## config.mk

```make
export PLATFORM = sky130hd
export DESIGN_NAME = drc_mod_cell
export DESIGN_NICKNAME = d
export VERILOG_FILES = /design/src/hdl/drc_pkg.sv /design/src/hdl/drc_mod_cell.sv
export SDC_FILE = /design/constraint.sdc
export NUM_CORES = 1
export LEC_CHECK = 0
export BUFFER_PORTS_ARGS = -buffer_cell sky130_fd_sc_hd__buf_2
export CORE_AREA = 2 2 169 171
export CTS_CLUSTER_DIAMETER = 30
export DETAILED_ROUTE_END_ITERATION = 10
export DIE_AREA = 0 0 171 173
export PLACE_DENSITY = 0.6
export SYNTH_ARGS = -nofsm -noshare
export SYNTH_HDL_FRONTEND = slang
export SYNTH_SLANG_ARGS = --single-unit
```

## constraint.sdc

```tcl
create_clock -name aclk -period 2.62 [get_ports aclk]
set_input_delay 0.524 -clock aclk [delete_from_list [all_inputs] [get_ports aclk]]
set_output_delay 0.524 -clock aclk [all_outputs]
set_load 0.05 [all_outputs]
```

## src/hdl/drc_pkg.sv

```systemverilog
// ---------------------------------------------------------------------------
// drc_pkg: shared types and constants of the compact difficulty retarget unit
// Rule codes, configuration register indexes and the items that travel
// along the modulo and division cell chains.
// ---------------------------------------------------------------------------
`default_nettype none

package drc_pkg;

    // Rule that produced a result
    typedef enum logic [2:0] {
        RULE_NONE     = 3'd0,
        RULE_INTERVAL = 3'd1,
        RULE_LIMIT    = 3'd2,
        RULE_KEPT     = 3'd3,
        RULE_EASED    = 3'd4
    } rule_t;

    // Configuration register indexes
    localparam int CFG_IDX_W = 3;
    localparam logic [CFG_IDX_W-1:0] CFG_TARGET_TIMESPAN = 3'd0;
    localparam logic [CFG_IDX_W-1:0] CFG_ADJUST_INTERVAL = 3'd1;
    localparam logic [CFG_IDX_W-1:0] CFG_POW_LIMIT_BITS  = 3'd2;
    localparam logic [CFG_IDX_W-1:0] CFG_NO_RETARGET     = 3'd3;
    localparam logic [CFG_IDX_W-1:0] CFG_SLOW_WINDOW     = 3'd4;

    // Block context while the height residue is worked out
    typedef struct packed {
        logic [31:0] height;
        logic [31:0] bits;
        logic [31:0] ptime;
        logic [31:0] ftime;
        logic [31:0] mtp0;
        logic [31:0] mtp6;
    } mod_item_t;

    // Sideband that rides along the division chain
    typedef struct packed {
        logic [31:0] divisor;
        rule_t       rule;
        logic [31:0] bits;
    } div_side_t;

endpackage

`default_nettype wire

```

## src/hdl/drc_mod_cell.sv

```systemverilog
// ---------------------------------------------------------------------------
// drc_mod_cell: one step of the height modulo chain
// Shifts in one height bit and reduces the partial residue by the interval.
// ---------------------------------------------------------------------------
`default_nettype none

module drc_mod_cell #(
    parameter int BIT_POS = 31
) (
    input  wire logic               aclk,
    input  wire logic               aresetn,
    input  wire logic               adv,
    input  wire logic [15:0]        divisor,
    input  wire logic               valid_in,
    input  wire drc_pkg::mod_item_t item_in,
    input  wire logic [15:0]        rem_in,
    output logic                    valid_out,
    output drc_pkg::mod_item_t      item_out,
    output logic [15:0]             rem_out
);
    import drc_pkg::*;

    logic        valid_reg;
    mod_item_t   item_reg;
    logic [15:0] rem_reg;
    logic [15:0] rem_next;
    logic [16:0] trial;

    // Restoring step on the next height bit
    always_comb begin
        trial = {rem_in, item_in.height[BIT_POS]};
        if (trial >= {1'b0, divisor}) begin
            rem_next = 16'(trial - {1'b0, divisor});
        end else begin
            rem_next = trial[15:0];
        end
    end

    always_ff @(posedge aclk) begin
        if (!aresetn) begin
            valid_reg <= 1'b0;
        end else if (adv) begin
            valid_reg <= valid_in;
        end
    end

    always_ff @(posedge aclk) begin
        if (adv) begin
            item_reg <= item_in;
            rem_reg  <= rem_next;
        end
    end

    assign valid_out = valid_reg;
    assign item_out  = item_reg;
    assign rem_out   = rem_reg;

endmodule

`default_nettype wire

```

==> Word-level counts from Yosys, hierarchy flattened <==
Index checks and enable logic that the tools add are counted.
{ "totals": {"reg_bits": 209, "wordCells": 11} }
{ "op_classes": {"n_addsub": 1, "magnitude_cmp": 1, "n_mux": 1} }
{ "op_table": {"columns": ["operator", "count"], "rows": [
  ["17-bit by 16-bit >= comparator with 1-bit output", 1],
  ["16-bit 2-to-1 mux", 1],
  ["16-bit subtractor", 1]
]} }

==> Longest topological paths before layout <==
{ "logic_depth": {"ltp_word": 2, "ltp_mapped": 10, "depth_no_buf": 10} }

==> Worst setup path before layout <==
OpenSTA, ideal clock, no wires.
{ "synth_path": {"path_type": "input -> register", "start": "in divisor[10]", "end": "reg rem_reg[3] (netlist: rem_out[3]), data pin", "setup_ps": 260, "arrival_time_ps": 2079, "path_slack_ps": 281, "path_stages": 8, "path_buffers": 1, "path_cell_list": "inv_1 -> ha_1 -> nand2_1 -> o21a_1 -> o21a_1 -> a31oi_2 -> buf_6 -> mux2_2"} }
{ "synth_via": {"elab_chain_len": 2} }
{ "synth_rtl": {"columns": ["item", "line", "source"], "rows": [
  ["start, declared", "drc_mod_cell.sv:13", "input wire logic [15:0] divisor,"],
  ["17-bit by 16-bit >= comparator with 1-bit output", "drc_mod_cell.sv:32", "if (trial >= {1'b0, divisor}) begin"],
  ["16-bit 2-to-1 mux", "drc_mod_cell.sv:32", null],
  ["named net rem_next[3]", "drc_mod_cell.sv:26", "logic [15:0] rem_next;"],
  ["end signal, assigned", "drc_mod_cell.sv:50", "rem_reg <= rem_next;"],
  ["end, declared", "drc_mod_cell.sv:25", "logic [15:0] rem_reg;"]
]} }
The timed path passes the listed nets, and every way through them passes these cells.
A chain may end at the register's enable or synchronous reset.

==> Worst setup path in the final report <==
{ "layout_path": {"start": "in rem_in[11]", "end": "reg rem_reg[4] (netlist: rem_out[4]), data pin"} }
{ "layout_via": {"elab_chain_len": 2} }
{ "layout_rtl": {"columns": ["item", "line", "source"], "rows": [
  ["start, declared", "drc_mod_cell.sv:16", "input wire logic [15:0] rem_in,"],
  ["17-bit by 16-bit >= comparator with 1-bit output", "drc_mod_cell.sv:32", null],
  ["16-bit 2-to-1 mux", "drc_mod_cell.sv:32", null],
  ["named net rem_next[4]", "drc_mod_cell.sv:26", null]
]} }
The timed path passes the listed nets, and every way through them passes these cells.

==> impl_summary.txt <==
----------------------------------------------------
[Finish]
  Net count reported at finish ... between 1000 and 1500
  Layout Area Growth over Synthesis ... 59.62%
  Fraction of layout instances using a drive strength above 1 ... 0.6088
  Final std cells w/o fill ... between 1000 and 1500

[Global route]
  Via count of the first global-routing pass ... around 5500
  Residual overflow from global routing ... 0
  GRT Resource Usage Total ... 0.1435
  Antenna violations before repair ... 5
  Largest net degree at the start of global routing ... between 60 and 70
  Wire length of the first global-routing pass ... 31.75 mm

[STA]
  Final count of hold timing violations ... 0
  Remaining max-slew budget at the tightest pin ... 0.6966
  Number of setup violations in the final report ... 0
  Worst clock skew ... 0 ns
  Final cycle utilization of the critical path ... 0.8664
  Clock period minus final worst setup slack ... ~2.3 ns
  Final worst slack ... about 0.35 ns
  Max Clk Rate ... approximately 440 MHz
  Transition at the pin with the smallest max-transition slack ... ~0.45 ns
  Setup repair after global routing missed its margin ... no
  Max-slew violation count ... 0

[Min path]
  Count of cells along the worst hold path ... 1
  Worst hold path class ... in -> reg

[Logic synthesis]
  Synth Area per Inst ... between 20 and 25 µm²
  Yosys reg bits ... around 210
  Biggest area consumer among synthesized cells ... sky130_fd_sc_hd__edfxtp_1
  Number of flops mapped to enable cells by yosys ... approximately 210
  Most frequent cell after synthesis ... sky130_fd_sc_hd__edfxtp_1
  Unique cell type count in the Yosys netlist ... 38
  Most frequently used flop master after synthesis ... sky130_fd_sc_hd__edfxtp_1
  Top post-synthesis cells by count ... sky130_fd_sc_hd__edfxtp_1 (208), sky130_fd_sc_hd__inv_1 (18), sky130_fd_sc_hd__ha_1 (16), sky130_fd_sc_hd__a21oi_1 (14), sky130_fd_sc_hd__nand2_1 (12)
  Sequential cell area fraction in the yosys report ... 0.8568
  Proportion of synthesized flip-flops having asynchronous set or reset ... 0
  Synthesized netlist cell count ... approximately 360
  Cell types with the largest area share after synthesis ... sky130_fd_sc_hd__edfxtp_1 (85%), sky130_fd_sc_hd__ha_1 (2.7%), sky130_fd_sc_hd__mux2_2 (1.4%)
  Share of the synthesized area in the top cell type ... 0.8541
  Post-synthesis net count ... 600
  Warning count from the yosys run ... 0
  Total standard cell area after synthesis ... about 7300 µm²

[Clock tree]
  Later-pin clock latency in the skew report ... 0.52 ns
  TritonCTS clock tree ... done
  Total number of clock tree sinks ... 209
  Worst-path clk slew ... ~0.050 ns
  Number of hold buffers added after CTS ... 0
  Number of setup buffers added after CTS ... 0
  CTS buffer count ... 48
  Post-cts resize count ... 0
  Maximum buffer depth of the clock tree ... 3
  Cell at the root of the clock tree ... sky130_fd_sc_hd__clkbuf_16
  Maximum level of the CTS H-tree ... 2

[Drt]
  DRC violation count after routing ... 0
  Via density ... just over 4
  Detailed-route wire length per cell ... 17.57 µm
  Via count ... around 5200
  Detailed Route WL ... ~22 mm
  Violation count after the first detailed-routing iteration ... 274
  Total iterations of the first detailed-routing run ... 4
  Count of nets left with antenna violations after detail routing ... 0

[Critical path]
  Arrival time worst endpoint ... about 2.5 ns
  Worst Path Class, Setup ... in -> reg
  Endpoint kind of the worst setup timing path ... register
  Worst-case reg-to-reg path depth ... 2
  CP startpoint kind ... input pin
  Worst Path Max Fanout ... 7
  Required time reported for the critical path endpoint ... 2.88 ns

[Floorplan]
  Initial core utilization ... 0.2647
  FP Rows ... between 60 and 70
  Width of the die ... 171 µm
  Overall die height ... 173 µm
  Area enclosed by the die boundary ... 29580 µm²
  Area of the placeable core ... 27630 µm²
  I/O pin cnt ... about 440

[Pwr]
  Worst ir drop on vdd ... 0.0004342 V
  Total power after layout ... between 0.01 and 0.015 W
  Static Leakage ... about 5.1 nW
  Power per cell area ... 998.3 nW/µm²

[Placed design]
  Port Buf Inserts ... about 440
  DP Worst Slack ... -0.1705 ns
  Total placed cells including tap cells ... roughly 1200
  Final HPWL from detailed placement ... roughly 17 mm
  Last weighted congestion value of the routability-driven placer ... 0.7921

[Status]
  Run status ... finished clean

[Job]
  MaxCap Viol Count ... 0

----------------------------------------------------
## routing by layer
layer  up-vias  track usage  wire length (µm)
li1       2406            -                 -
met1      2459       0.1587              8167
met2       307       0.2408             10880
met3        48      0.06340              2525
met4         4      0.05650               690
met5         -            0                34
## critical path, stage by stage
cell and delay (ns):
sky130_fd_sc_hd__buf_2 0.11, sky130_fd_sc_hd__ha_1 0.37, sky130_fd_sc_hd__nand4_1 0.22, sky130_fd_sc_hd__nor4_1 0.40
sky130_fd_sc_hd__nor4_1 0.14, sky130_fd_sc_hd__a31oi_2 0.21, sky130_fd_sc_hd__buf_4 0.21, sky130_fd_sc_hd__mux2_2 0.35
## sequential cells by signal (all words and copies together) (netlist names)
register and cells:
rem_out 16, valid_out 1, item_out 192
## cells by family (layout without fill, tap and decap cells)
| family | Yosys count | after routing | synth area share |
|---|---|---|---|
| XOR/XNOR | 12 | 12 | 0.01437 |
| AND/OR/NAND/NOR | 43 | 43 | 0.02960 |
| AO/OA/AOI/OAI | 42 | 42 | 0.03867 |
| adder cells (fa/ha/maj) | 17 | 17 | 0.03011 |
| flip-flops | 209 | 209 | 0.8568 |
| other | 0 | 4 | 0 |
| buffers and inverters | 20 | 552 | 0.01232 |
| multiplexers | 12 | 12 | 0.01814 |
## worst paths after layout
path / start / endpoint / slack, ns
setup / recovery: rem_in[11] / rem_out[4]$_DFFE_PP_ / 0.35
hold / removal: item_in[125] / item_out[125]$_DFFE_PP_ / 0.17
setup reg to reg: valid_out$_SDFFE_PN0P_ / valid_out$_SDFFE_PN0P_ / 2.04
hold reg to reg: valid_out$_SDFFE_PN0P_ / valid_out$_SDFFE_PN0P_ / 0.52
## placed cells by master, fill, tap and decap left out, types with 6 or more instances in the layout
cell,count
sky130_fd_sc_hd__nand2_1,12
sky130_fd_sc_hd__inv_1,18
sky130_fd_sc_hd__ha_1,16
sky130_fd_sc_hd__buf_2,435
sky130_fd_sc_hd__clkbuf_16,49
sky130_fd_sc_hd__mux2_2,9
sky130_fd_sc_hd__clkinv_2,8
sky130_fd_sc_hd__edfxtp_1,208
sky130_fd_sc_hd__clkbuf_1,6
sky130_fd_sc_hd__buf_4,12
sky130_fd_sc_hd__nor2_1,11
sky130_fd_sc_hd__a21oi_1,14
sky130_fd_sc_hd__xnor2_1,9
sky130_fd_sc_hd__o21ai_0,6
## power by group
part | internal, W | total, W | switching (W)
clock network | 0.00389 | 0.00570 | 0.00182
registers | 0.00402 | 0.00410 | 0.0000785
logic | 0.000458 | 0.00185 | 0.00139
total | 0.00837 | 0.0117 | 0.00329
## metrics by stage
| step | setup TNS [ns] | util | area [µm²] | hold slack [ns] |
|---|---|---|---|---|
| after floorplan | 0 | - | 7313 | 0.6229 |
| after global placement | -0.6152 | 0.3657 | 10100 | 0.4969 |
| after detailed placement | -1.627 | 0.3657 | 10100 | 0.5100 |
| after CTS | 0 | 0.4222 | 11660 | 0.1423 |
| after global routing | 0 | 0.4222 | 11670 | 0.1405 |
| final | 0 | 0.4225 | 11670 | 0.1677 |
## cell type report
class / instances / area [µm²]
fillers: 2598 / 15960
diodes: 4 / 10.01
multi-input cells: 126 / 957.2
well taps: 378 / 473.0
clock inverters: 28 / 310.3
inverters: 18 / 67.56
flip-flops and latches: 209 / 6266
clock buffers: 55 / 1249
repair buffers: 451 / 2341
Power figures use the tool's default switching activity.
