**src/hdl/drc_pkg.sv**
```systemverilog
// ---------------------------------------------------------------------------
// drc_pkg: shared types and constants of the compact difficulty retarget unit
// Rule codes, configuration register indexes and the items that travel
// along the modulo and division cell chains.
// ---------------------------------------------------------------------------
`default_nettype none

package drc_pkg;

    // Rule that produced a result
    typedef enum logic [2:0] {
        RULE_NONE     = 3'd0,
        RULE_INTERVAL = 3'd1,
        RULE_LIMIT    = 3'd2,
        RULE_KEPT     = 3'd3,
        RULE_EASED    = 3'd4
    } rule_t;

    // Configuration register indexes
    localparam int CFG_IDX_W = 3;
    localparam logic [CFG_IDX_W-1:0] CFG_TARGET_TIMESPAN = 3'd0;
    localparam logic [CFG_IDX_W-1:0] CFG_ADJUST_INTERVAL = 3'd1;
    localparam logic [CFG_IDX_W-1:0] CFG_POW_LIMIT_BITS  = 3'd2;
    localparam logic [CFG_IDX_W-1:0] CFG_NO_RETARGET     = 3'd3;
    localparam logic [CFG_IDX_W-1:0] CFG_SLOW_WINDOW     = 3'd4;

    // Block context while the height residue is worked out
    typedef struct packed {
        logic [31:0] height;
        logic [31:0] bits;
        logic [31:0] ptime;
        logic [31:0] ftime;
        logic [31:0] mtp0;
        logic [31:0] mtp6;
    } mod_item_t;

    // Sideband that rides along the division chain
    typedef struct packed {
        logic [31:0] divisor;
        rule_t       rule;
        logic [31:0] bits;
    } div_side_t;

endpackage

`default_nettype wire

```
**src/hdl/drc_prep.sv**
```systemverilog
// ---------------------------------------------------------------------------
// drc_prep: rule selection and dividend build
// Picks the rule, clamps the span, scales the mantissa and places it at its
// byte offset, giving the dividend and divisor for the division chain.
// ---------------------------------------------------------------------------
`default_nettype none

module drc_prep #(
    parameter int TARGET_WIDTH = 256
) (
    input  wire logic                    aclk,
    input  wire logic                    aresetn,
    input  wire logic                    adv,
    input  wire logic [31:0]             target_timespan,
    input  wire logic [15:0]             adjust_interval,
    input  wire logic                    no_retarget,
    input  wire logic [31:0]             slow_window_seconds,
    input  wire logic [31:0]             limit_compact,
    input  wire logic                    valid_in,
    input  wire drc_pkg::mod_item_t      item_in,
    input  wire logic [15:0]             rem_in,
    output logic                         valid_out,
    output logic [TARGET_WIDTH-1:0]      dividend,
    output drc_pkg::div_side_t           side_out
);
    import drc_pkg::*;

    // Stage 1: rule, decoded mantissa, clamped span
    logic        v1_reg;
    div_side_t   s1_reg, s1_next;
    logic [22:0] w1_reg, w1_next;
    logic [10:0] sh1_reg, sh1_next;
    logic [33:0] span1_reg, span1_next;

    logic [7:0]  expo;
    logic [22:0] word;
    logic signed [34:0] sdiff, slo, shi;
    logic signed [32:0] mtp_diff;

    always_comb begin
        expo = item_in.bits[31:24];
        word = item_in.bits[22:0];
        // decode the compact word into mantissa and byte shift
        if (expo <= 8'd3) begin
            w1_next  = word >> {(2'd3 - expo[1:0]), 3'b000};
            sh1_next = '0;
        end else begin
            w1_next  = word;
            sh1_next = {8'(expo - 8'd3), 3'b000};
        end
        // clamp the span to a quarter .. four times the target span
        sdiff = 35'(signed'({1'b0, item_in.ptime}) - signed'({1'b0, item_in.ftime}));
        slo   = signed'({5'b0, target_timespan[31:2]});
        shi   = signed'({1'b0, target_timespan, 2'b00});
        if (sdiff < slo) begin
            span1_next = slo[33:0];
        end else if (sdiff > shi) begin
            span1_next = shi[33:0];
        end else begin
            span1_next = sdiff[33:0];
        end
        // pick the rule
        mtp_diff = signed'({1'b0, item_in.mtp0}) - signed'({1'b0, item_in.mtp6});
        s1_next.divisor = 32'd1;
        s1_next.bits    = item_in.bits;
        if (no_retarget) begin
            s1_next.rule = RULE_NONE;
        end else if (adjust_interval != '0 && rem_in == '0) begin
            s1_next.rule = RULE_INTERVAL;
            s1_next.divisor = (target_timespan == '0) ? 32'd1 : target_timespan;
        end else if (item_in.bits == limit_compact) begin
            s1_next.rule = RULE_LIMIT;
            s1_next.bits = limit_compact;
        end else if (mtp_diff < signed'({1'b0, slow_window_seconds})) begin
            s1_next.rule = RULE_KEPT;
        end else begin
            s1_next.rule = RULE_EASED;
        end
    end

    // Stage 2: partial products
    logic        v2_reg;
    div_side_t   s2_reg;
    logic [22:0] w2_reg;
    logic [10:0] sh2_reg;
    logic [54:0] pl2_reg;
    logic [24:0] ph2_reg;

    // Stage 3: product or plain mantissa
    logic        v3_reg;
    div_side_t   s3_reg;
    logic [10:0] sh3_reg;
    logic [56:0] x3_reg, x3_next;

    always_comb begin
        if (s2_reg.rule == RULE_INTERVAL) begin
            x3_next = 57'(pl2_reg) + {ph2_reg, 32'b0};
        end else begin
            x3_next = 57'(w2_reg);
        end
    end

    // Stage 4: place at byte offset, bits past the top are lost
    logic                    v4_reg;
    div_side_t               s4_reg;
    logic [TARGET_WIDTH-1:0] y4_reg;

    // Stage 5: ease by a quarter for every rule but the interval rule
    logic                    v5_reg;
    div_side_t               s5_reg;
    logic [TARGET_WIDTH-1:0] d5_reg, d5_next;

    always_comb begin
        if (s4_reg.rule == RULE_INTERVAL) begin
            d5_next = y4_reg;
        end else begin
            d5_next = y4_reg + (y4_reg >> 2);
        end
    end

    // Advance valid flags
    always_ff @(posedge aclk) begin
        if (!aresetn) begin
            v1_reg <= 1'b0;
            v2_reg <= 1'b0;
            v3_reg <= 1'b0;
            v4_reg <= 1'b0;
            v5_reg <= 1'b0;
        end else if (adv) begin
            v1_reg <= valid_in;
            v2_reg <= v1_reg;
            v3_reg <= v2_reg;
            v4_reg <= v3_reg;
            v5_reg <= v4_reg;
        end
    end

    // Advance payload
    always_ff @(posedge aclk) begin
        if (adv) begin
            s1_reg    <= s1_next;
            w1_reg    <= w1_next;
            sh1_reg   <= sh1_next;
            span1_reg <= span1_next;

            s2_reg  <= s1_reg;
            w2_reg  <= w1_reg;
            sh2_reg <= sh1_reg;
            pl2_reg <= 55'(w1_reg) * 55'(span1_reg[31:0]);
            ph2_reg <= 25'(w1_reg) * 25'(span1_reg[33:32]);

            s3_reg  <= s2_reg;
            sh3_reg <= sh2_reg;
            x3_reg  <= x3_next;

            s4_reg <= s3_reg;
            y4_reg <= TARGET_WIDTH'(x3_reg) << sh3_reg;

            s5_reg <= s4_reg;
            d5_reg <= d5_next;
        end
    end

    assign valid_out = v5_reg;
    assign dividend  = d5_reg;
    assign side_out  = s5_reg;

endmodule

`default_nettype wire

```
**config.mk**
```make
export PLATFORM = sky130hd
export DESIGN_NAME = drc_prep
export DESIGN_NICKNAME = d
export VERILOG_FILES = /design/src/hdl/drc_pkg.sv /design/src/hdl/drc_prep.sv
export SDC_FILE = /design/constraint.sdc
export NUM_CORES = 2
export LEC_CHECK = 0
export ABC_AREA = 0
export BUFFER_PORTS_ARGS = -buffer_cell sky130_fd_sc_hd__buf_2
export CORE_MARGIN = 1.5
export CORE_UTILIZATION = 45
export DETAILED_ROUTE_END_ITERATION = 8
export HOLD_SLACK_MARGIN = 0.12
export PLACE_DENSITY = 0.69
export SYNTH_ARGS = -nofsm -noshare
export SYNTH_HDL_FRONTEND = slang
export SYNTH_SLANG_ARGS = --single-unit
```
**constraint.sdc**
```tcl
create_clock -name aclk -period 16.5 [get_ports aclk]
set_input_delay 0 -clock aclk [delete_from_list [all_inputs] [get_ports aclk]]
set_output_delay 0 -clock aclk [all_outputs]
set_load 0.01 [all_outputs]
```
Yosys cells after proc, flatten, opt, wreduce, memory -nomap -nowiden
Index checks and enable logic that the tools add are counted.

word-level totals
  register bits after elaboration = 1102
  output and inout bits = 324

cells by class
  bitwise gates (word level) = 1
  shift-type cells = 2
  $mul = 2
  order comparisons = 4
  reduce and logical (&&, ||, !) cells = 7
  equal/unequal tests = 3
  muxes and demuxes = 11
  $add $sub $neg = 6

operators with widths
  kind                                                  count
  adder 256 x 254 -> 256 bit                            1
  two-way mux 256 bit                                   1
  left shift 57 x 11 -> 256 bit                         1
  two-way mux 32 bit                                    3
  subtractor 32 x 32 -> 33 bit                          2
  adder 55 x 57 -> 57 bit                               1
  multiplier 23 x 32 -> 55 bit                          1
  two-way mux 23 bit                                    2
  greater-than comparator 33 x 35 -> 1 bit              1
  two-way mux 34 bit                                    1
  < comparator 33 x 31 -> 1 bit                         1
  < comparator 33 bit                                   1
  equality test 32 bit                                  1
  zero test 32 bit                                      1
  two-way mux 30 bit                                    1
  multiplier 23 x 2 -> 25 bit                           1
  right shift 23 x 5 -> 23 bit                          1
  zero test 16 bit                                      1
  nonzero test 16 bit                                   1
  <= comparator 8 x 2 -> 1 bit (second input constant)  1
  subtractor 8 x 2 -> 8 bit (second input constant)     1
  equality test 3 x 1 -> 1 bit (second input constant)  2
  OR reduction 3 bit                                    2
  two-way mux 3 bit                                     1
  other kinds (6)                                       6

Longest topological paths before layout
  depth after elaboration = 5
  depth in mapped cells = 32
  gate-level depth less buffers = 31

Worst setup path before layout
Ideal clock, no wire load.

  path kind = register -> register
  from = register w1_reg[2]
  to = register pl2_reg[54], data pin
  required time = 16.240 ns
  clock period less this slack = 7.628 ns
  arrival time = 7.368 ns
  setup slack = 8.872 ns
  cell stages (with the launch flop) = 31
  path buffers = 3
  setup time = 0.260 ns
  path through = edfxtp_1 > clkbuf_1 > clkbuf_1 > nand2_1 > fa_1 > fa_1 > fa_1 > fa_1 > inv_1 > fa_1 > fa_1 > inv_1 > fa_1 > inv_1 > ha_1 > clkbuf_1 > a21o_1 > a21o_1 > a21oi_1 > o21ai_0 > a221oi_1 > o21ai_1 > nor2_1 > a21oi_1 > a2111oi_0 > o41ai_1 > and3_1 > nor2_1 > o21ai_1 > a21oi_1 > xnor2_1

between the ends
  word-level cells in the longest chain between the ends = 1

ends and longest elaborated chain
  what                          RTL line         text
  from (decl)                   drc_prep.sv:31   logic [22:0] w1_reg, w1_next;
  from (signal assigned)        drc_prep.sv:142  w1_reg <= w1_next;
  multiplier 23 x 32 -> 55 bit  drc_prep.sv:149  pl2_reg <= 55'(w1_reg) * 55'(span1_reg[31:0]);
  to (signal assigned)          drc_prep.sv:149
  to (decl)                     drc_prep.sv:86   logic [54:0] pl2_reg;

No other way between the ends.
A chain may end at the register's enable or synchronous reset.

Worst setup path after layout
  from = register span1_reg[10]
  to = register pl2_reg[54], data pin

between the ends
  word-level cells in the longest chain between the ends = 1

ends and longest elaborated chain
  what                          RTL line         text
  from (decl)                   drc_prep.sv:33   logic [33:0] span1_reg, span1_next;
  from (signal assigned)        drc_prep.sv:144  span1_reg <= span1_next;
  multiplier 23 x 32 -> 55 bit  drc_prep.sv:149

No other way between the ends.

==> impl_metrics.py <==
metrics = {
    "clocking": {
        "cts-buffers-inserted": 113,
        "cts.reportedPaths.clkPinSlew_ns": 0.06,
        "cts_root_buf": "clkbuf_16",
        "post_cts.repair.setup_buffers": 0,
        "tritoncts": "built",
        "ctsHtreeMaxLevel": 3,
        "cts_num_sinks": 1093,
        "clock_path_buffers": 3,
        "clk_latency_ns": 0.85,
    },
    "yosys": {
        "synth-seq-area-share": 0.360,
        "yosysTopAreaCell": "edfxtp_1",
        "synth_ff_type": "edfxtp_1",
        "synth_edf_count": 1088,
        "syn_avg_cell_area_um2": 9.49,
        "synth.top_cell.area_share": 0.359,
        "ys_ff_latch": 1093,
        "ys_types": 95,
        "synth_nets": 11179,
        "syn_area_mm2": 0.0909,
        "synth_commonest_cells": "1116 x nand2_1, 1088 x edfxtp_1, 935 x inv_1",
        "ys_top_cells_by_area": "edfxtp_1 36%, fa_1 14%, ha_1 8.8%",
        "ys_warn_count": 0,
        "yosysMostFrequentCell": "nand2_1",
        "synth_cells": 9584,
        "async_flop_share": 0,
    },
    "layout": {
        "drive_gt1_frac": 0.0971,
        "nets": 11674,
        "area_delta_synth_final_pct": 12.1,
        "nFillCells": 18226,
    },
    "floorplan": {
        "die_area_mm2": 0.205,
        "fp-row-count": 164,
        "num_io_pins": 649,
        "die_y_um": 453,
        "dieWidth_um": 453,
        "coreArea_mm2": 0.200,
        "initial_core_util": 0.454,
    },
    "timing": {
        "finalSetupViolations": 0,
        "fin_worst_skew_ns": 0.0879,
        "tightest_slew_ns": 1.37,
        "setup_slack_ns": 7.44,
        "drv_slew": 0,
        "slew_headroom": 0.0861,
        "fin_crit_ns": 9.06,
        "rsz0062_at_grt": "false",
        "fin_crit_sh": 0.549,
        "hold_violations": 0,
        "fin_setup_tns_ns": 0,
        "max_clock_freq_mhz": 110,
    },
    "worst_setup_path": {
        "crit_path_frequent_cell": "fa_1",
        "max_stage_delay_ns": 1.06,
        "worstPathRequired_ns": 17.03,
        "arrival_ns": 9.59,
        "worst-path-stages": 29,
        "path_delay_family": "adder cells",
        "worstReg2RegEnd": "pl2_reg[54]",
        "worstSetupStartpointType": "flip-flop",
        "cpMaxStageDelayCell": "edfxtp_1",
        "r2r-start": "span1_reg[10]",
        "reg2reg_depth": 29,
        "crit_path_end_kind": "flip-flop",
        "crit_type": "reg2reg",
        "crit_path_max_fanout": 23,
        "reg2reg_slack_ns": 7.44,
        "crit_buf_inv": 5,
    },
    "global_routing": {
        "antenna_found_initial": 15,
        "grt_pass1_vias": 74172,
        "grt_max_degree": 208,
        "grtUsageTotal": 0.290,
        "grt-ovfl-total": 0,
        "grt_pass1_wl_mm": 450,
    },
    "run_status": {
        "status": "finished, violations left",
        "violations": "DRC",
    },
    "job": {
        "drv_cap": 0,
    },
    "detailed_routing": {
        "vias_per_cell": 5.81,
        "vias": 74610,
        "first_pass_iters": 9,
        "antenna_left": 0,
        "wl_per_cell_um": 23.7,
        "post-route-drc-count": 2,
        "drt_wl_total_mm": 304,
        "drtIter0Drc": 7270,
    },
    "min_path": {
        "hold_class": "in2reg",
        "whs_endpoint": "span1_reg[13]",
        "min_from": "item_in[109]",
        "min_path_cells": 5,
    },
    "place": {
        "gp_congestion": 1.01,
        "pre_cts_ws_ns": 7.57,
        "portBuffers": 616,
        "hpwl_mm": 233,
    },
}
==> cell families after synthesis <==
family / count (synthesis) / share of synthesized area
AND/OR/NAND/NOR: 3073 / 0.156
adder cells (fa/ha/maj): 1270 / 0.227
buffers and inverters: 1441 / 0.0596
XOR/XNOR: 425 / 0.0409
AO/OA/AOI/OAI: 2211 / 0.148
multiplexers: 71 / 0.00831
flip-flops: 1093 / 0.360
==> worst max path at each step <==
stage,from,endpoint
finish,span1_reg[10],pl2_reg[54]
global route,span1_reg[10],pl2_reg[54]
CTS,span1_reg[10],pl2_reg[54]
detailed placement,span1_reg[10],pl2_reg[54]
global placement,span1_reg[10],pl2_reg[54]
floorplan,w1_reg[2],pl2_reg[54]
==> cell usage in the layout (no fill, tap or decap), drive strengths merged, types with 34 or more instances in the layout <==
master       synthesis  layout
ha                 638     638
buf                 24     708
a21oi              865     865
mux2                36      36
inv                935     943
a21o               232     232
nor2               826     826
o21a                59      59
clkinv               1      47
o22ai               34      34
xnor2              293     293
and2               415     415
dlygate4sd3          0     177
nand4              207     207
nand3               86      86
nand2             1117    1117
nor3               124     124
fa                 632     632
o21ai              516     516
xor2               132     132
edfxtp            1088    1088
o31ai               38      38
o21bai             122     122
clkbuf             481     133
a31oi               51      51
nor2b               71      71
a22oi               46      46
mux2i               35      35
nor4                76      76
nand2b              49      49
==> area by class of cell <==
class                      count  area, um^2  area share
timing repair buffer         885        5580      0.0548
inverter                     936        3510      0.0345
clock buffer                 133        2920      0.0287
sequential                  1093       32800       0.322
clock inverter                76         963     0.00945
tap                         2656        3320      0.0326
antenna                        5        12.5    0.000123
multi-input combinational   7050       52800       0.518
==> stage by stage <==
stage | instance area [um^2] | hold slack, ns | cells | util
finish | 102000 | 0.177 | 12834 | 0.509
detailed placement | 96200 | 0.209 | 12443 | 0.481
CTS | 102000 | 0.126 | 12829 | 0.509
floorplan | 90900 | 0.112 | 9584 | -
global placement | 96200 | 0.212 | 12443 | 0.481
global route | 102000 | 0.179 | 12829 | 0.509
==> layer usage <==
metal,track usage,vias up,part of all wire
li1,-,34127,-
met1,0.366,36267,0.40
met2,0.482,3400,0.47
met3,0.0392,804,0.070
met4,0.160,12,0.063
met5,0,-,0.00032
==> worst register-to-register path, delay by kind of cell (launching register included) <==
family	cells	cell delay [ns]
AO/OA/AOI/OAI	11	2.60
AND/OR/NAND/NOR	4	0.85
flip-flops	1	1.06
XOR/XNOR	1	0.08
adder cells (fa/ha/maj)	8	3.88
buffers and inverters	5	0.25
==> timing repair <==
action                    4_1_cts  5_1_grt
resized for setup               0        0
hold buffers                  177        0
hold endpoints to repair      235        0
Power is left out: the tool's default activity adds up to more than one toggle a clock period on the data nets, which glitch-free logic cannot reach.
