<file path="src/hdl/drc_pkg.sv">
// ---------------------------------------------------------------------------
// drc_pkg: shared types and constants of the compact difficulty retarget unit
// Rule codes, configuration register indexes and the items that travel
// along the modulo and division cell chains.
// ---------------------------------------------------------------------------
`default_nettype none

package drc_pkg;

    // Rule that produced a result
    typedef enum logic [2:0] {
        RULE_NONE     = 3'd0,
        RULE_INTERVAL = 3'd1,
        RULE_LIMIT    = 3'd2,
        RULE_KEPT     = 3'd3,
        RULE_EASED    = 3'd4
    } rule_t;

    // Configuration register indexes
    localparam int CFG_IDX_W = 3;
    localparam logic [CFG_IDX_W-1:0] CFG_TARGET_TIMESPAN = 3'd0;
    localparam logic [CFG_IDX_W-1:0] CFG_ADJUST_INTERVAL = 3'd1;
    localparam logic [CFG_IDX_W-1:0] CFG_POW_LIMIT_BITS  = 3'd2;
    localparam logic [CFG_IDX_W-1:0] CFG_NO_RETARGET     = 3'd3;
    localparam logic [CFG_IDX_W-1:0] CFG_SLOW_WINDOW     = 3'd4;

    // Block context while the height residue is worked out
    typedef struct packed {
        logic [31:0] height;
        logic [31:0] bits;
        logic [31:0] ptime;
        logic [31:0] ftime;
        logic [31:0] mtp0;
        logic [31:0] mtp6;
    } mod_item_t;

    // Sideband that rides along the division chain
    typedef struct packed {
        logic [31:0] divisor;
        rule_t       rule;
        logic [31:0] bits;
    } div_side_t;

endpackage

`default_nettype wire

</file>
<file path="src/hdl/drc_encode.sv">
// ---------------------------------------------------------------------------
// drc_encode: cap and compact encoding of the new target
// Compares the quotient with the limit, cuts out its leading three bytes and
// packs the compact word, or passes the word fixed by the rule.
// ---------------------------------------------------------------------------
`default_nettype none

module drc_encode #(
    parameter int TARGET_WIDTH = 256,
    localparam int LEN_W       = $clog2(TARGET_WIDTH + 1)
) (
    input  wire logic                    aclk,
    input  wire logic                    aresetn,
    input  wire logic                    adv,
    input  wire logic [TARGET_WIDTH-1:0] limit_value,
    input  wire logic [31:0]             limit_compact,
    input  wire logic                    valid_in,
    input  wire logic [TARGET_WIDTH-1:0] quot,
    input  wire logic [LEN_W-1:0]        qlen,
    input  wire drc_pkg::div_side_t      side_in,
    output logic                         valid_out,
    output logic [31:0]                  next_bits,
    output logic [2:0]                   rule_used
);
    import drc_pkg::*;

    // Stage 1: cap compare and leading byte extraction
    logic             v1_reg;
    div_side_t        s1_reg;
    logic             gt1_reg;
    logic [23:0]      c1_reg, c1_next;
    logic [LEN_W-1:0] n1_reg, n1_next;
    logic [LEN_W:0]   len_p7;

    always_comb begin
        len_p7  = {1'b0, qlen} + (LEN_W+1)'(7);
        n1_next = LEN_W'(len_p7 >> 3);
        if (n1_next <= LEN_W'(3)) begin
            c1_next = quot[23:0] << {(2'd3 - n1_next[1:0]), 3'b000};
        end else begin
            c1_next = 24'(quot >> {(n1_next - LEN_W'(3)), 3'b000});
        end
    end

    // Stage 2: normalize and select the result word
    logic        v2_reg;
    logic [31:0] bits2_reg, bits2_next;
    rule_t       rule2_reg;

    always_comb begin
        if (s1_reg.rule == RULE_INTERVAL || s1_reg.rule == RULE_EASED) begin
            if (gt1_reg) begin
                bits2_next = limit_compact;
            end else if (c1_reg[23]) begin
                bits2_next = {8'(n1_reg + LEN_W'(1)), 8'b0, c1_reg[23:8]};
            end else begin
                bits2_next = {8'(n1_reg), c1_reg};
            end
        end else begin
            bits2_next = s1_reg.bits;
        end
    end

    always_ff @(posedge aclk) begin
        if (!aresetn) begin
            v1_reg <= 1'b0;
            v2_reg <= 1'b0;
        end else if (adv) begin
            v1_reg <= valid_in;
            v2_reg <= v1_reg;
        end
    end

    always_ff @(posedge aclk) begin
        if (adv) begin
            s1_reg    <= side_in;
            gt1_reg   <= (quot > limit_value);
            c1_reg    <= c1_next;
            n1_reg    <= n1_next;
            bits2_reg <= bits2_next;
            rule2_reg <= s1_reg.rule;
        end
    end

    assign valid_out = v2_reg;
    assign next_bits = bits2_reg;
    assign rule_used = rule2_reg;

endmodule

`default_nettype wire

</file>
<file path="config.mk">
export PLATFORM = sky130hd
export DESIGN_NAME = drc_encode
export DESIGN_NICKNAME = d
export VERILOG_FILES = /design/src/hdl/drc_pkg.sv /design/src/hdl/drc_encode.sv
export SDC_FILE = /design/constraint.sdc
export NUM_CORES = 1
export LEC_CHECK = 0
export ABC_AREA = 1
export BUFFER_PORTS_ARGS = -buffer_cell sky130_fd_sc_hd__buf_2
export CAP_MARGIN = 10
export CORE_AREA = 2 2 257 259
export CTS_BUF_LIST = sky130_fd_sc_hd__clkbuf_16
export CTS_CLUSTER_SIZE = 24
export DETAILED_ROUTE_END_ITERATION = 6
export DIE_AREA = 0 0 259 261
export SLEW_MARGIN = 0
export SYNTH_ARGS = -nofsm -noshare
export SYNTH_HDL_FRONTEND = slang
export SYNTH_SLANG_ARGS = --single-unit
</file>
<file path="constraint.sdc">
create_clock -name aclk -period 7.48 [get_ports aclk]
set_input_delay 1.122 -clock aclk [delete_from_list [all_inputs] [get_ports aclk]]
set_output_delay 1.122 -clock aclk [all_outputs]
set_load 0.02 [all_outputs]
</file>
Yosys cells after proc, flatten, opt, wreduce, memory -nomap -nowiden:

Cells that the tools add are included.

* output and inout bits: 36
* register bits after elaboration: 104
* input bits: 624

* reductions and logical operators: 1
* shifts and indexed selects: 2
* muxes and demuxes: 4
* $lt $le $gt $ge: 2
* equality and inequality tests: 2
* add/sub/neg operators: 4

Operators with widths (number)
* greater-than comparator 256 bit: 1
* >> shifter 256 x 12 -> 24 bit: 1
* two-way mux 32 bit: 3
* two-way mux 24 bit: 1
* << shifter 24 x 5 -> 24 bit: 1
* adder 9 x 3 -> 10 bit (second input constant): 1
* adder 7 x 1 -> 8 bit (second input constant): 1
* subtractor 7 x 2 -> 8 bit (second input constant): 1
* <= comparator 7 x 2 -> 1 bit (second input constant): 1
* == test 3 x 1 -> 1 bit (second input constant): 1
* == test 3 bit (second input constant): 1
* subtractor 2 bit (first input constant): 1
* logical OR 1 bit: 1

Longest topological paths before layout:

Gate-level depths: netlist (run 1).

* depth in word-level cells: 4
* mapped depth: 28

Worst setup path after synthesis (run 1):

No wires, ideal clock.

* path type: input to register
* from: input qlen[2]
* to: register c1_reg[15], data pin
* slack: 3.280 ns
* arrival: 3.944 ns
* library setup time: 0.257 ns
* stages on the path: 22
* required time: 7.223 ns
* cells stage by stage: nor2_2 > nand2_2 > nand2_1 > nand2_1 > buf_2 > inv_1 > buf_2 > buf_4 > buf_2 > buf_2 > ha_1 > clkbuf_1 > clkinv_1 > clkbuf_1 > clkbuf_1 > nand3_1 > nand3_1 > nand3_1 > nand2_1 > nand2_1 > nand3_1 > nand2_1

* longest elaborated chain between the ends: 4
* elaborated cells on any way between the ends: 7
* those cells by class: add/sub: 3; order compare: 1; shift: 2; mux: 1

Ends and longest elaborated chain
* start: declaration: RTL line drc_encode.sv:19 `input wire logic [LEN_W-1:0] qlen,`
* adder 9 x 3 -> 10 bit *: RTL line drc_encode.sv:36 `len_p7 = {1'b0, qlen} + (LEN_W+1)'(7);`
* via len_p7[3]: RTL line drc_encode.sv:33 `logic [LEN_W:0] len_p7;`
* subtractor 7 x 2 -> 8 bit or subtractor 2 bit (tied branches): RTL line drc_encode.sv:41, drc_encode.sv:39
* >> shifter 256 x 12 -> 24 bit or << shifter 24 x 5 -> 24 bit (tied branches): RTL line drc_encode.sv:41, drc_encode.sv:39
* two-way mux 24 bit *: RTL line drc_encode.sv:38 `if (n1_next <= LEN_W'(3)) begin`
* via c1_next[15]: RTL line drc_encode.sv:31 `logic [23:0] c1_reg, c1_next;`
* end signal: assignment: RTL line drc_encode.sv:78 `c1_reg <= c1_next;`
* end: declaration: RTL line drc_encode.sv:31

The timed path passes the listed nets; every way through them passes the cells marked *.
A chain may end at the register's enable or synchronous reset.

Worst setup path after layout (run 1):

* from: input qlen[2]
* to: register c1_reg[3], data pin

* longest elaborated chain between the ends: 4
* elaborated cells on any way between the ends: 7
* those cells by class: add/sub: 3; order compare: 1; shift: 2; mux: 1

Ends and longest elaborated chain (RTL line)
* adder 9 x 3 -> 10 bit *: drc_encode.sv:36
* subtractor 7 x 2 -> 8 bit or subtractor 2 bit (tied branches): drc_encode.sv:41, drc_encode.sv:39
* >> shifter 256 x 12 -> 24 bit or << shifter 24 x 5 -> 24 bit (tied branches): drc_encode.sv:41, drc_encode.sv:39
* two-way mux 24 bit *: drc_encode.sv:38
* via c1_next[3]: drc_encode.sv:31

Marks and branches as above.

==> metrics.cfg, run 1 <==
[placed_design]
numPortBuffers = 627
dp_hpwl_mm = 75.36
gp_congestion = 0.9479
placed_cells = 4584

[sta]
finalSetupTns_ps = 0
fmax_mhz = 179.5
period_share_pct = 74.49
min_period_ps = 5572
hold_viol_final = 0
setup_viol = 0
timing.hold.ws_ps = 466.1
rsz0062_at_grt = no
drv_slew = 0
worst_pin_slew_ps = 1121
clock_skew_ps = 6.185
maxSlewHeadroom_pct = 25.26

[global_route]
grt_max_degree = 149
grt_pass1_vias = 20972
antenna_found_initial = 5
grt_pass1_wl_mm = 128.9
grt_overflow_total = 0
grt.total_usage_pct = 25.35

[layout]
syn2layout_area_growth_pct = 20.39
layout-drive-gt1-share_pct = 18.71
final_util_pct = 35.42
largest_register_ffs = 35
instances_no_fill = 4604
layout.nets = 4613

[run]
cap_violations = 0

[worst_setup_path]
r2r-start = c1_reg[23]
cp_cell_sequence = buf_2, nor2_2, nand2_2, nand2_1, nand2_4, inv_6, ha_4, inv_1, nor2_1, nor2_4, inv_2, nand2_1, buf_4, inv_2, nand3_1, nand3_1, nand3_1, nand2_1, nand2_1
rr_worst_depth = 9
slowest_delay_ps = 720
required_ps = 7560
cpMostUsedCell = nand2_1
startpoint_type = input pin
cp-end-kind = flop
crit_type = input pin to flop
slowest_stage = inv_2
cp_max_fo = 83
cp-startpoint = qlen[2]
cp.arrival_ps = 5650
r2r_setup_slack_ps = 4510

[clock_tree]
cts_max_level = 3
cts_buffers = 9
clk_path_buf_depth = 2
clk_pin_slew_ps = 70
cts.sinks = 104
clock_latency_ps = 340
cts_tree = done
cts-resized-gates = 0
cts_setup_buffers = 0
root_buffer = clkbuf_16
cts_hold_buffers = 0

[synth]
synth_cell_type_count = 46
synth_top_cell_area_share_pct = 17.69
ys_async_sr_fraction_pct = 0
syn-cell-area_mm2 = 0.01913
yosys-top-cells-area = nand2_1 (18%), ha_1 (17%), edfxtp_1 (16%)
syn_area_per_cell_um2 = 5.886
yosys_warnings = 0
synth_common_cells = nand2_1 (902), nand3_1 (555), inv_1 (473)
synth_nets = 4133
synth_most_common_cell = nand2_1
synth.ff_latch_count = 104
ys.flop_type = edfxtp_1
syn_inst = 3251
synth_edf_count = 102
yosys.area.top_type = nand2_1
ys_seq_area_share_pct = 16.22

[detailed_routing]
drtIter0Drc = 2705
remaining_drc_errors = 0
ant_nets = 0
wl_per_cell_um = 19.74
vias_per_cell = 5.124
routed_wl_mm = 90.89
vias = 23589
drtPass1Iterations = 6

[floorplan]
coreArea_mm2 = 0.06504
die_h_um = 261
die_w_um = 259
rows = 94
start_util_pct = 29.42
ioPinCount = 660
dieArea_mm2 = 0.06760

[power_and_ir_drop]
p_leak_nw = 12.94
powerDensity_mw_per_mm2 = 131.9
ir_worst_vdd_mv = 0.1165
p_total_mw = 3.038

[run_status]
status = finished clean

[worst_hold_path]
hold_path_depth = 0
hp-class = flop to flop
worstHoldStart = s1_reg[33]

-- worst paths after layout --
kind | to
worst max-delay path | c1_reg[3]
worst min-delay path | rule_used[1]
worst max register to register | next_bits[30]
worst min register to register | rule_used[1]
-- layer usage --
layer  part of all wire (%)  track usage, %  vias to the layer above  routed length, um
met5                      0               0                        -                  0
met4                    3.4           8.205                        0               3118
met3                    7.5           3.029                      131               6833
met2                     46           41.40                     1143              41480
met1                     43           34.71                    10609              39460
li1                       -               -                    11706                  -
-- critical path, delay by kind of cell --
kind	cells	cell delay (ps)
buffers and inverters	6	2200
and+or+nand+nor	12	2030
adders and majority gates	1	220
-- metrics by stage --
step | cell area (um^2) | worst slack [ps]
after detailed placement | 22710 | 1724
after CTS | 23030 | 2083
final | 23040 | 1908
after floorplan | 19130 | 3280
after global routing | 23040 | 1744
after global placement | 22710 | 1713
-- placed cells by master (no fill, tap or decap), types with 3 or more instances in the layout --
| master | n |
|---|---|
| a211oi_1 | 3 |
| a21o_1 | 3 |
| a21oi_1 | 202 |
| a31oi_1 | 20 |
| a32oi_1 | 8 |
| buf_12 | 3 |
| buf_2 | 626 |
| buf_4 | 17 |
| clkbuf_16 | 9 |
| clkinv_1 | 4 |
| diode_2 | 4 |
| edfxtp_1 | 102 |
| ha_1 | 257 |
| inv_1 | 472 |
| inv_2 | 9 |
| inv_6 | 3 |
| nand2_1 | 901 |
| nand2_2 | 6 |
| nand3_1 | 555 |
| nand4_1 | 28 |
| nor2_1 | 212 |
| nor2_2 | 11 |
| nor2_4 | 3 |
| nor3_1 | 14 |
| nor4_1 | 14 |
| o211ai_1 | 35 |
| o21a_1 | 7 |
| o21ai_0 | 156 |
| o21ai_1 | 16 |
| o21bai_1 | 10 |
| o221ai_1 | 3 |
-- logic make-up (layout without fill, tap and decap cells) --
group	count (synthesis)	after routing	share of synthesized area, %
AO/OA/AOI/OAI	472	472	13.63
XOR/XNOR	1	1	0.04578
adder cells (fa/ha/maj)	258	258	16.87
buffers and inverters	662	1147	14.09
flip-flops	104	104	16.22
other	0	4	0
AND/OR/NAND/NOR	1754	1754	39.15
-- power by group --
group | switching (mW) | leakage [nW] | internal, mW
Combinational | 1.20 | 11.8 | 0.583
Clock | 0.206 | 0.156 | 0.294
Sequential | 0.0305 | 1.01 | 0.721
Total | 1.44 | 12.9 | 1.60
-- layout make-up --
class                   instances  area, um^2
clock inverters                 7       93.84
inverters                     485        1827
multi-input cells            2485       13380
fillers                      7432       42000
repair buffers                646        3321
clock buffers                   9       225.2
flip-flops and latches        104        3103
diodes                          4       10.01
well taps                     864        1081
No activity file was read; power rests on OpenSTA's default activity.
==> inputs of run 2 (changes only) <==
Settings changed: CORE_AREA 2 2 257 259 to 2 2 256 258, DIE_AREA 0 0 259 261 to 0 0 258 260.
Clock period 7.48 ns to 5.07 ns, I/O delays scaled along.
==> run 2 against run 1 <==
  * Worst hold slack improved by 3.7 ps
  * Clock-buffer cell count unchanged
  * Die area fell by 0.77%
  * Largest cell class unchanged
  * First-iteration DRC count down 3.3%
  * Via count is 0.14% higher
  * Highest routed layer is now met5
  * Worst setup slack got worse by 830 ps
  * Utilization is 0.74 points higher
  * Largest power group unchanged
  * Flip-flop and latch count unchanged
  * Critical path type unchanged
  * Routed wire length rose by 0.98%
==> metrics.cfg, run 2 (synthesis results as in run 1) <==
[run_status]
status = finished clean

[placed_design]
dpl_cell_area_mm2 = 0.02283
gp_congestion = 0.9331
numPortBuffers = 627
placed_cells = 4588
dp_hpwl_mm = 76.52

[global_route]
grt.total_usage_pct = 26.00
grt_pass1_wl_mm = 132.1
antenna_found_initial = 9
grt_max_degree = 256
grt_overflow_total = 0
grt_pass1_vias = 21525

[sta]
worst_pin_slew_ps = 1104
setup_viol = 0
rsz0062_at_grt = no
maxSlewHeadroom_pct = 26.39
finalSetupTns_ps = 0
drv_slew = 0
clock_skew_ps = 8.565
min_period_ps = 3991
period_share_pct = 78.72
fmax_mhz = 250.6
timing.hold.ws_ps = 469.9
hold_viol_final = 0

[worst_hold_path]
worstHoldStart = s1_reg[33]
hp-class = flop to flop

[layout]
multi_input_area_mm2 = 0.01338
syn2layout_area_growth_pct = 21.15
mostFrequentLayoutCell = nand2_1
layout-drive-gt1-share_pct = 18.99
num-fill-cells = 7223
instances_no_fill = 4610
largest_register_ffs = 35
postLayoutCellArea_mm2 = 0.02318
mostFrequentLayoutCells = nand2_1 (901), buf_2 (626), nand3_1 (555)
final_util_pct = 36.16
layout.nets = 4626
seq_area_mm2 = 0.003103

[clock_tree]
root_buffer = clkbuf_16
clock_latency_ps = 340
clk_pin_slew_ps = 70
cts_max_level = 3
clk_path_buf_depth = 2
cts-resized-gates = 0
cts_hold_buffers = 0
cts.sinks = 104
cts_tree = done
cts_buffers = 9
cts_setup_buffers = 0

[detailed_routing]
wl_per_cell_um = 19.91
remaining_drc_errors = 0
routed_wl_mm = 91.78
vias = 23623
drtIter0Drc = 2617
vias_per_cell = 5.124
ant_nets = 0
drtPass1Iterations = 6

[floorplan]
die_h_um = 260
dieArea_mm2 = 0.06708
ioPinCount = 660
die_w_um = 258
start_util_pct = 29.84
coreArea_mm2 = 0.06412
rows = 93

[worst_setup_path]
cp_max_fo = 83
cp_cell_sequence = buf_2, nor2_2, nand2_2, nand2_1, nand2_1, nand2_1, inv_1, ha_4, inv_1, nand3_2, nand2_2, nand2_2, nor2_4, buf_4, nand2_1, nand2_1, nand3_1, nand3_1, nand2_1, nand3_1, nand3_1, nand2_1
rr_worst_depth = 3
cpMostUsedCell = nand2_1
r2r_setup_slack_ps = 2750
cp-startpoint = qlen[2]
path_delay_family = simple AND/OR/NAND/NOR gates
r2r-start = gt1_reg
startpoint_type = input pin
required_ps = 5280
path_buf_inv = 4
crit_type = input pin to flop
r2r_end = next_bits[13]
cp-end-kind = flop
worst_setup_path_endpoint = c1_reg[19]
cp.depth = 22
slowest_stage = buf_4
cp.arrival_ps = 4200
slowest_delay_ps = 670

[power_and_ir_drop]
powerDensity_mw_per_mm2 = 196.1
p_leak_nw = 13.03
ir_worst_vdd_mv = 0.2102

[run]
cap_violations = 0

-- run 2: cell count changes in the layout (fill, tap and decap cells not counted), sizes merged --
cell,change
bufinv,+1
buf,+13
inv,-1
diode,+2
-- run 2: cell type report --
class / instances / share of cell area (%)
sequential: 104 / 13.39
tap: 855 / 4.615
timing repair buffer: 659 / 14.91
inverter: 485 / 7.880
clock buffer: 9 / 0.9715
multi-input combinational: 2485 / 57.70
antenna: 6 / 0.06477
clock inverter: 7 / 0.4804
-- run 2: per-stage QoR --
step,setup slack [ps],total power [mW]
after floorplan,1231,2.715
after global placement,887.2,3.703
after detailed placement,831.3,3.720
after CTS,1177,4.507
after global routing,821.4,4.866
final,1079,4.547
-- run 2: worst register-to-register path, delay by kind of cell, from the launching register on --
family,cells,cell delay [ps]
DFF,1,870
buffers and inverters,1,540
AOI/OAI and AO/OA,2,650
-- run 2: power by group --
group | switching, mW | internal, mW | leakage [nW]
Clock | 0.301 | 0.479 | 0.168
Combinational | 1.77 | 0.877 | 11.8
Sequential | 0.0510 | 1.06 | 1.01
Total | 2.13 | 2.42 | 13.0
-- run 2: how the worst min path moves through the flow --
| stage | to | cells after the start |
|---|---|---|
| 6_report | rule_used[1] | 0 |
| 5_1_grt | rule_used[1] | 0 |
| 4_1_cts | rule_used[1] | 0 |
| 3_5_place_dp | rule_used[1] | 0 |
| 3_3_place_gp | rule_used[1] | 0 |
| 2_1_floorplan | rule_used[1] | 0 |
-- run 2: metal layers --
metal,track usage [%],routed length [um],vias to the layer above
met5,0,13,-
met3,3.713,7492,127
li1,-,-,11723
met4,7.354,2636,2
met2,42.17,41700,1093
met1,35.81,39940,10678
==> inputs of run 3 (changes only) <==
Settings changed: ABC_AREA 1 to 0, CORE_AREA 2 2 256 258 to 2 2 255 257, DIE_AREA 0 0 258 260 to 0 0 257 259.
Clock period 5.07 ns to 3.5 ns, I/O delays scaled along.
==> run 3 against run 2 <==
  * Power rose by 58%
  * Critical path depth is 10 lower
  * Register-to-register slack worse by 1400 ps
  * Synthesized cell count down 32%
  * Flip-flop and latch count is the same
  * Area after synthesis fell by 8.9%
  * First-iteration DRC count decreased by 26%
  * Sequential power is 47% higher
  * Utilization rose by 1.7 points
  * Critical endpoint is now c1_reg[2]
  * Largest cell class unchanged
==> metrics.cfg, run 3 <==
[clock_tree]
clk_pin_slew_ps = 90
clk_path_buf_depth = 2
cts_buffers = 9
clock_latency_ps = 370
root_buffer = clkbuf_16
cts_tree = done
cts.sinks = 104
cts_max_level = 3

[sta]
maxSlewHeadroom_pct = 39.60
min_period_ps = 3409
hold_viol_final = 0
clock_skew_ps = 10.28
fmax_mhz = 293.3
rsz0062_at_grt = no
timing.hold.ws_ps = 328.3
setup_viol = 0
drv_slew = 0
worst_pin_slew_ps = 906.0
period_share_pct = 97.41

[floorplan]
die_w_um = 257
die_h_um = 259
ioPinCount = 660
rows = 93
dieArea_mm2 = 0.06656
start_util_pct = 27.28
coreArea_mm2 = 0.06388

[layout]
layout-drive-gt1-share_pct = 34.67
syn2layout_area_growth_pct = 38.72
mostFrequentLayoutCell = buf_2
final_util_pct = 37.84
largest_register_ffs = 35
layout.nets = 3934
mostFrequentLayoutCells = buf_2 (626), nand2_1 (346), buf_4 (300)

[power_and_ir_drop]
ir_worst_vdd_mv = 0.2706
pwr-share-comb_pct = 61.6
clkPwrFrac_pct = 15.5
p_total_mw = 7.203
powerDensity_mw_per_mm2 = 298.0
p_int_mw = 4.092
switching_share_pct = 43.19
pwr-share-seq_pct = 22.9
p_leak_nw = 12.29
power_switching_mw = 3.111

[detailed_routing]
drtIter0Drc = 1924
remaining_drc_errors = 0
ant_nets = 0
vias_per_cell = 5.303
wl_per_cell_um = 23.41
routed_wl_mm = 91.66
vias = 20766
drtPass1Iterations = 6

[synth]
ys.flop_type = edfxtp_1
ys_seq_area_share_pct = 17.81
syn_inst = 2215
synth_most_common_cell = nand2_1
yosys-top-cells-area = ha_1 (19%), edfxtp_1 (18%), nand2_1 (7.5%)
syn-cell-area_mm2 = 0.01743
ys_async_sr_fraction_pct = 0
synth_cell_type_count = 69
synth_top_cell_area_share_pct = 18.53
synth_nets = 3097
syn_area_per_cell_um2 = 7.867
yosys.area.top_type = ha_1
synth.ff_latch_count = 104
yosys_warnings = 0
synth_edf_count = 102
synth_common_cells = nand2_1 (347), inv_1 (260), ha_1 (258)

[worst_setup_path]
cp.arrival_ps = 3510
crit_type = input pin to flop
r2r_end = next_bits[12]
r2r-start = c1_reg[23]
slowest_delay_ps = 550
r2r_setup_slack_ps = 1390
cp_cell_sequence = buf_2, or3_4, xnor2_4, inv_8, buf_4, buf_12, mux2i_1, o22ai_1, a22oi_1, nor3_1, a2111oi_0, a31oi_1
startpoint_type = input pin
worst_setup_path_endpoint = c1_reg[2]
required_ps = 3600
cp-end-kind = flop
slowest_stage = a2111oi_0
rr_worst_depth = 5
cp_max_fo = 78
cp-startpoint = qlen[1]

[global_route]
grt.busiest_layer = met2
grt.total_usage_pct = 26.17
use_met2_pct = 45.15
met3_usage_pct = 3.505
grt_overflow_total = 0
grtUsageMet1_pct = 34.07
antenna_found_initial = 7
grt_max_degree = 79
grt_pass1_wl_mm = 129.6
grt_pass1_vias = 20010

[placed_design]
gp_congestion = 1.013
dp_hpwl_mm = 79.93
numPortBuffers = 627

[worst_hold_path]
hp-class = input pin to flop

[run_status]
status = finished clean

[run]
cap_violations = 0

run 3: critical path: cells and delay by family:
kind,cells,cell delay (ps)
muxes,1,480
buffers and inverters,4,610
AOI/OAI and AO/OA,4,1030
and+or+nand+nor,2,520
xor gates and xnor gates,1,190
run 3: repair_timing:
action / in CTS / in global routing
resized for setup: 7 / 8
pin swaps: 1 / 2
cloned: 0 / 0
buffers inserted: 1 / 6
setup endpoints to repair: 5 / 22
hold buffers: 0 / 0
hold endpoints to repair: 0 / 0
run 3: area by class of cell:
class                           count  area [um^2]
Fill cell                        6730        39710
Multi-Input combinational cell   1731        12920
Timing Repair Buffer              945         5766
Sequential cell                   104         3103
Tap cell                          855         1070
Inverter                          261        987.2
Clock buffer                        9        225.2
Clock inverter                      7        95.09
Antenna cell                        4        10.01
run 3: worst min path at each step:
| stage | start | to | cells past startpoint |
|---|---|---|---|
| 2_1_floorplan | s1_reg[33] | rule_used[1] | 0 |
| 3_3_place_gp | s1_reg[33] | rule_used[1] | 0 |
| 3_5_place_dp | s1_reg[33] | rule_used[1] | 0 |
| 4_1_cts | side_in[27] | s1_reg[27] | 1 |
| 5_1_grt | side_in[30] | s1_reg[30] | 1 |
| 6_report | side_in[30] | s1_reg[30] | 1 |
run 3: layer usage:
layer  wire length, um  up-vias
met2             43500      989
met1             39010     9822
met4              2739        4
met5                20        -
li1                  -     9795
met3              6386      156
run 3: logic make-up (layout without fill, tap and decap cells):
group                    count (synthesis)  after routing  share of synthesized area, %
AND/OR/NAND/NOR                        709            709                         18.43
other                                    0              4                             0
XOR/XNOR                                17             17                         1.328
adder cells (fa/ha/maj)                258            258                         18.53
AO/OA/AOI/OAI                          557            557                         20.11
multiplexers                           190            190                         14.99
buffers and inverters                  380           1222                         8.803
flip-flops                             104            104                         17.81
run 3: power by group through the flow:
stage / sequential [mW] / combinational [mW] / clock (mW)
2_1_floorplan: 1.67 / 2.36 / 0
4_1_cts: 1.65 / 4.34 / 1.13
6_report: 1.65 / 4.44 / 1.12
3_5_place_dp: 1.68 / 4.31 / 0
5_1_grt: 1.66 / 4.76 / 1.18
3_3_place_gp: 1.67 / 4.30 / 0
run 3: stage by stage:
step / setup WS [ps] / std cells / area (um^2) / TNS (ps)
global route: 21.87 / 3914 / 24170 / 0
CTS: 34.69 / 3906 / 24090 / 0
detailed placement: -549.4 / 3889 / 23730 / -7734
finish: 90.77 / 3916 / 24170 / 0
global placement: -545.6 / 3889 / 23730 / -7489
floorplan: -482.0 / 2215 / 17750 / -9633
